--- config.mk ---
export PLATFORM = sky130hd
export DESIGN_NAME = vectored_interrupt_controller
export DESIGN_NICKNAME = d
export VERILOG_FILES = /design/src/rtl/vic_pkg.sv /design/src/rtl/vic_core.sv /design/src/rtl/vic_out_buf.sv /design/src/rtl/vectored_interrupt_controller.sv
export VERILOG_INCLUDE_DIRS = /design/src /design/src/rtl
export SDC_FILE = /design/constraint.sdc
export NUM_CORES = 1
export LEC_CHECK = 0
export BUFFER_PORTS_ARGS = -buffer_cell sky130_fd_sc_hd__buf_2
export CELL_PAD_IN_SITES_DETAIL_PLACEMENT = 1
export CELL_PAD_IN_SITES_GLOBAL_PLACEMENT = 2
export CORE_ASPECT_RATIO = 2
export CORE_UTILIZATION = 31
export DETAILED_ROUTE_END_ITERATION = 8
export PLACE_DENSITY = 0.66
export SLEW_MARGIN = 0
export SYNTH_ARGS = -nofsm -noshare
export SYNTH_HDL_FRONTEND = slang
export SYNTH_SLANG_ARGS = --single-unit
--- constraint.sdc ---
create_clock -name clk -period 2.3 [get_ports clk]
set_clock_uncertainty 0.05 [all_clocks]
set_input_delay 0.69 -clock clk [delete_from_list [all_inputs] [get_ports clk]]
set_output_delay 0.69 -clock clk [all_outputs]
set_load 0.02 [all_outputs]
--- src/rtl/vectored_interrupt_controller_assert.svh ---
// Assertion macros shared by the interrupt controller RTL.
// Bodies are empty when SYNTHESIS is defined.
`ifndef VECTORED_INTERRUPT_CONTROLLER_ASSERT_SVH
`define VECTORED_INTERRUPT_CONTROLLER_ASSERT_SVH
`ifndef SYNTHESIS
// Check a property on the rising clock, held off while reset is asserted.
`define VIC_ASSERT(lbl, clk, rst_n, prop) \
	lbl: assert property (@(posedge clk) disable iff (!rst_n) prop) \
		else $error("assertion failed");
// Check a property on the rising clock with no reset qualification.
`define VIC_ASSERT_NR(lbl, clk, prop) \
	lbl: assert property (@(posedge clk) prop) \
		else $error("assertion failed");
`else
`define VIC_ASSERT(lbl, clk, rst_n, prop)
`define VIC_ASSERT_NR(lbl, clk, prop)
`endif
`endif

--- src/rtl/vic_pkg.sv ---
// Types and constants for the vectored interrupt controller.
// No dependencies; imported by vic_core, vic_out_buf and the top level.
`timescale 1ns / 1ps
package vic_pkg;

	typedef enum logic [1:0] {
		MODE_READ  = 2'd0,
		MODE_WRITE = 2'd1,
		MODE_LEVEL = 2'd2,
		MODE_ACK   = 2'd3
	} mode_t;

	localparam logic [3:0] OFF_STATUS = 4'd1;
	localparam logic [3:0] OFF_BASE   = 4'd3;
	localparam logic [7:0] READ_IDLE  = 8'hff;

	typedef struct packed {
		logic [1:0] mode;
		logic [3:0] reg_offset;
		logic [7:0] write_value;
		logic [1:0] source_select;
		logic       source_level;
		logic       printer_ready;
	} item_t;

	typedef struct packed {
		logic [7:0] read_value;
		logic       irq_cancel;
		logic       irq_raise;
		logic [7:0] raise_vector;
		logic       request_pending;
	} result_t;

endpackage

--- src/rtl/vic_core.sv ---
// Register file, pending/enable state and vector selection for one transaction.
// Depends on vic_pkg and vectored_interrupt_controller_assert.svh.
`timescale 1ns / 1ps
`include "vectored_interrupt_controller_assert.svh"
module vic_core
	import vic_pkg::*;
(
	input  logic    clk,
	input  logic    arst_n,
	input  logic    accept,
	input  item_t   item,
	output result_t result
);

	logic [3:0] pend_q, pend_n;
	logic [3:0] en_q, en_n;
	logic [5:0] base_q, base_n;
	logic       held_valid_q, held_valid_n;
	logic [7:0] held_vec_q, held_vec_n;
	logic       eval;
	logic [3:0] active;
	logic [1:0] idx;
	logic [7:0] vec;

	always_comb begin
		pend_n       = pend_q;
		en_n         = en_q;
		base_n       = base_q;
		held_valid_n = held_valid_q;
		held_vec_n   = held_vec_q;
		eval         = 1'b0;
		result       = '0;
		result.read_value = READ_IDLE;

		case (mode_t'(item.mode))
			MODE_READ: begin
				if (item.reg_offset == OFF_STATUS) begin
					result.read_value = {pend_q[0], pend_q[1], item.printer_ready, pend_q[2],
						en_q[2], en_q[0], en_q[1], en_q[3]};
					// reading status clears the printer pending flag
					if (pend_q[3]) begin
						pend_n = {1'b0, pend_q[2:0]};
						eval   = 1'b1;
					end
				end
			end
			MODE_WRITE: begin
				if (item.reg_offset == OFF_STATUS) begin
					en_n = {item.write_value[0], item.write_value[3],
						item.write_value[1], item.write_value[2]};
					eval = 1'b1;
				end else if (item.reg_offset == OFF_BASE) begin
					base_n = item.write_value[7:2];
				end
			end
			MODE_LEVEL: begin
				pend_n[item.source_select] = item.source_level;
				eval = 1'b1;
			end
			default: begin
				held_valid_n = 1'b0;
			end
		endcase

		active = pend_n & en_n;
		if (active[0])      idx = 2'd0;
		else if (active[1]) idx = 2'd1;
		else if (active[2]) idx = 2'd2;
		else                idx = 2'd3;
		vec = {base_n, idx};

		if (eval) begin
			if (active == 4'd0) begin
				result.irq_cancel = held_valid_q;
				held_valid_n      = 1'b0;
			end else if (!(held_valid_q && held_vec_q == vec)) begin
				result.irq_cancel   = held_valid_q;
				result.irq_raise    = 1'b1;
				result.raise_vector = vec;
				held_valid_n        = 1'b1;
				held_vec_n          = vec;
			end
		end
		result.request_pending = held_valid_n;
	end

	always_ff @(posedge clk or negedge arst_n) begin
		if (!arst_n) begin
			pend_q       <= '0;
			en_q         <= '0;
			base_q       <= '0;
			held_valid_q <= 1'b0;
			held_vec_q   <= '0;
		end else if (accept) begin
			pend_q       <= pend_n;
			en_q         <= en_n;
			base_q       <= base_n;
			held_valid_q <= held_valid_n;
			held_vec_q   <= held_vec_n;
		end
	end

	`VIC_ASSERT(a_ack_drops, clk, arst_n,
		accept && item.mode == MODE_ACK |=> !held_valid_q)
	`VIC_ASSERT(a_raise_holds, clk, arst_n,
		accept && result.irq_raise |=> held_valid_q && held_vec_q == $past(result.raise_vector))
	`VIC_ASSERT(a_cancel_needs_held, clk, arst_n,
		accept && result.irq_cancel |-> held_valid_q)
	`VIC_ASSERT_NR(a_ack_quiet, clk,
		item.mode == MODE_ACK |-> !result.irq_raise && !result.irq_cancel)

endmodule

--- src/rtl/vic_out_buf.sv ---
// Two-entry result queue that decouples the input and output handshakes.
// Depends on vic_pkg and vectored_interrupt_controller_assert.svh.
`timescale 1ns / 1ps
`include "vectored_interrupt_controller_assert.svh"
module vic_out_buf
	import vic_pkg::*;
(
	input  logic    clk,
	input  logic    arst_n,
	input  logic    push,
	input  result_t push_data,
	output logic    space,
	input  logic    pop_ready,
	output logic    pop_valid,
	output result_t pop_data
);

	result_t    mem_q [2];
	logic       wptr_q;
	logic       rptr_q;
	logic [1:0] count_q;
	logic       pop;

	assign space     = (count_q != 2'd2);
	assign pop_valid = (count_q != 2'd0);
	assign pop       = pop_valid && pop_ready;
	assign pop_data  = mem_q[rptr_q];

	always_ff @(posedge clk) begin
		if (push) begin
			mem_q[wptr_q] <= push_data;
		end
	end

	always_ff @(posedge clk or negedge arst_n) begin
		if (!arst_n) begin
			wptr_q  <= 1'b0;
			rptr_q  <= 1'b0;
			count_q <= 2'd0;
		end else begin
			if (push) wptr_q <= ~wptr_q;
			if (pop)  rptr_q <= ~rptr_q;
			case ({push, pop})
				2'b10:   count_q <= count_q + 2'd1;
				2'b01:   count_q <= count_q - 2'd1;
				default: count_q <= count_q;
			endcase
		end
	end

	`VIC_ASSERT(a_count_range, clk, arst_n, count_q != 2'd3)
	`VIC_ASSERT(a_no_overflow, clk, arst_n, push |-> space)
	`VIC_ASSERT(a_ptr_track, clk, arst_n,
		(wptr_q ^ rptr_q) == (count_q == 2'd1))

endmodule

--- src/rtl/vectored_interrupt_controller.sv ---
// Four-source vectored interrupt controller, top level.
// State and result are computed in one pass; each result is queued before output.
// Throughput: one transaction per cycle while the result queue has space.
// A two-entry result queue keeps input accepted while one result waits.
// Reset (arst_n low) clears pending, enables, vector base and the held vector.
`timescale 1ns / 1ps
module vectored_interrupt_controller
	import vic_pkg::*;
(
	input  logic       clk,
	input  logic       arst_n,
	input  logic       in_valid,
	output logic       in_ready,
	input  logic [1:0] mode,
	input  logic [3:0] reg_offset,
	input  logic [7:0] write_value,
	input  logic [1:0] source_select,
	input  logic       source_level,
	input  logic       printer_ready,
	output logic       out_valid,
	input  logic       out_ready,
	output logic [7:0] read_value,
	output logic       irq_cancel,
	output logic       irq_raise,
	output logic [7:0] raise_vector,
	output logic       request_pending
);

	item_t   item;
	result_t core_res;
	result_t out_res;
	logic    accept;

	assign item = '{mode: mode, reg_offset: reg_offset, write_value: write_value,
		source_select: source_select, source_level: source_level,
		printer_ready: printer_ready};
	assign accept = in_valid && in_ready;

	vic_core u_core (
		.clk    (clk),
		.arst_n (arst_n),
		.accept (accept),
		.item   (item),
		.result (core_res)
	);

	vic_out_buf u_out_buf (
		.clk       (clk),
		.arst_n    (arst_n),
		.push      (accept),
		.push_data (core_res),
		.space     (in_ready),
		.pop_ready (out_ready),
		.pop_valid (out_valid),
		.pop_data  (out_res)
	);

	assign read_value      = out_res.read_value;
	assign irq_cancel      = out_res.irq_cancel;
	assign irq_raise       = out_res.irq_raise;
	assign raise_vector    = out_res.raise_vector;
	assign request_pending = out_res.request_pending;

endmodule
==> reports/metrics.cfg <==
[run_status]
outcome=finished, violations left
violations=negative setup slack

[cts]
cts_sinks=65
numCtsBuffers=9
htree_num_levels=3
clock_latency_ps=330
clockRootBuffer=clkbuf_16
tritoncts=yes
cts_buffer_depth=2
hold_buffers=0
path_clk_slew_ps=50

[critical_path]
crit_chain=buf_6, or4b_4, o21ai_2, a21oi_2, or2_4, xnor2_4, nor4_4, buf_4, a31oi_4, nor2b_4
worstPathMaxFanout=4
path_class=in2reg
critPathSlowestCell=or4b_4
worstSetupStartpointType=input pin
crit_required_ps=2330
path_buf_inv=2
arrival_ps=2680
cp-end-kind=flop
path_delay_family=simple AND/OR/NAND/NOR gates
critPathMaxStageDelay_ps=570

[sta]
setup_tns_ps=-9607
worst_pin_slew_ps=668.9
rsz0062_at_grt=true
period_share_pct=115.2
max_freq_mhz=377.4
hold_viol=0
maxSlewHeadroom_pct=55.41
hold_ws_ps=346.2
slew_viol_final=0
min_period_ps=2650
setup_viol_count_final=31
layout_setup_ws_ps=-349.7

[synthesis]
ys_ff_latch=65
synth_warnings=0
synth_flop_cell=edfxtp_1
synth_cell_type_count=44
syn_area_sq_um=3127
async_reset_ff_share_pct=41.54
synth_edf_count=38
syn_nets=263
syn_avg_cell_area_sq_um=13.03
postSynthCellCount=240
yosysSeqAreaShare_pct=58.10

[power]
irDropWorstVdd_mv=0.4120
p_leak_nw=1.752
fin_total_pwr_mw=4.833
pwr_density_cell_nw_per_um2=1083

[drt]
drt_iter0_markers=124
firstDrtPassIters=4
drcViolationCount=0
wl_per_cell_um=16.43
viasPerCell=4.759
drt-total-wl_mm=7.704
via_count=2232
detail-route-antenna-nets=0

[run]
max_cap_violations=0

[global_routing]
gr-total-overflow=0
antenna_found_initial=0
grtUsageTotal_pct=16.82
grt_max_degree=28
grt_pass1_vias=2411
grt_first_pass_wirelength_mm=12.72

[floorplan]
dieArea_sq_um=10520
dieWidth_um=73.02
rows=51
core_area_sq_um=9763
io_pins=43
die_h_um=144.0
start_util_pct=32.03

[placed_design]
placed_area_sq_um=3865
port_buffers=42
place_ws_ps=-900.9
dp_hpwl_mm=5.623
gp_congestion=0.7765

[final_layout]
syn_to_final_growth_pct=42.74
layout.nets=357
antenna_cells=0
fin_area_sq_um=4463
drive_above_1_share_pct=55.79

[worst_hold_path]
hp-class=in2async

metal layers:
metal	wire length [um]	up-vias	GRT usage (%)
met3	194	15	3.624
met1	2828	1115	17.88
met2	4457	33	30.31
met5	0	-	0
met4	224	0	8.669
li1	-	1069	-
worst reg2reg max path: cells and delay by family (launching register included):
| family | cells | cell delay, ps |
|---|---|---|
| and+or+nand+nor | 3 | 770 |
| buffers and inverters | 1 | 190 |
| DFF | 1 | 420 |
| AOI/OAI and AO/OA | 3 | 500 |
flip-flops by register name, summed over array words and instances (netlist names):
name / flops
u_core.held_vec_q: 8
u_core.pend_q: 4
u_core.base_q: 6
u_out_buf.mem_q: 38
u_out_buf.wptr_q: 1
u_out_buf.count_q: 2
u_core.en_q: 4
u_out_buf.rptr_q: 1
u_core.held_valid_q: 1
power by group:
part	switching [mW]	internal, mW
clock network	0.464	0.814
logic	0.938	0.828
registers	0.216	1.57
logic make-up after synthesis:
kind of cell | Yosys count | share of synthesized area [%]
and+or+nand+nor | 66 | 13.09
DFF | 65 | 58.10
muxes | 47 | 16.45
AOI/OAI and AO/OA | 32 | 6.643
buffers and inverters | 18 | 2.241
xor gates and xnor gates | 11 | 3.081
adders and majority gates | 1 | 0.4001
stage by stage:
step | util [%] | cells
4_1_cts | 44.87 | 468
3_3_place_gp | 39.59 | 450
2_1_floorplan | - | 240
6_report | 45.71 | 469
5_1_grt | 45.71 | 469
3_5_place_dp | 39.59 | 450
final timing paths:
path                       slack [ps]            startpoint  cells past startpoint               endpoint
max reg2reg                       130  u_core.held_vec_q[7]                      7  u_out_buf.mem_q[0][6]
min in group clk                  450  u_out_buf.count_q[1]                      1   u_out_buf.count_q[1]
min reg2reg                       450  u_out_buf.count_q[1]                      1   u_out_buf.count_q[1]
max in group asynchronous        1410                arst_n                      1   u_core.held_vec_q[1]
min                               350                arst_n                      1   u_core.held_vec_q[7]
max                              -350         reg_offset[2]                     10  u_out_buf.mem_q[0][6]
area by class of cell:
cell class	count	area [sq um]
multi-input combinational	158	1526
clock inverter	5	48.80
tap	132	165.2
fill	1049	5300
clock buffer	9	225.2
sequential	65	1817
inverter	9	33.78
timing repair buffer	91	646.9
cells in the final DEF (no fill, tap or decap), types with 8 or more instances in the layout:
| cell | synthesis | routed |
|---|---|---|
| buf_4 | 0 | 42 |
| buf_2 | 2 | 38 |
| edfxtp_1 | 38 | 38 |
| mux2_2 | 31 | 31 |
| dfrtp_1 | 27 | 27 |
| or2_2 | 11 | 11 |
| mux2i_1 | 15 | 11 |
| inv_1 | 9 | 9 |
| clkbuf_16 | 0 | 9 |
| buf_6 | 0 | 9 |
| nand2_1 | 9 | 8 |
cell usage after synthesis, types with 3 or more instances:
cell type  number  share of area [%]
edfxtp_1       38                 36
mux2_2         31                 11
dfrtp_1        27                 22
mux2i_1        15                4.8
or2_2          11                2.2
inv_1           9                1.1
nand2_1         9                1.1
nor2_1          9                1.1
nor2b_1         9                1.8
o21ai_0         8                1.3
xnor2_1         8                2.2
clkbuf_1        7               0.84
nand3_1         7                1.1
a21oi_1         5               0.80
o21ai_1         5               0.80
a31oi_1         3               0.60
and2_1          3               0.60
nand2b_1        3               0.60
xor2_1          3               0.84
what timing repair did:
action / in CTS / in global routing
setup endpoints to repair: 31 / 35
resized for setup: 41 / 19
cloned: 1 / 0
buffers inserted: 3 / 1
pin swaps: 15 / 10
hold endpoints to repair: 0 / 0
Power figures use the tool's default switching activity.
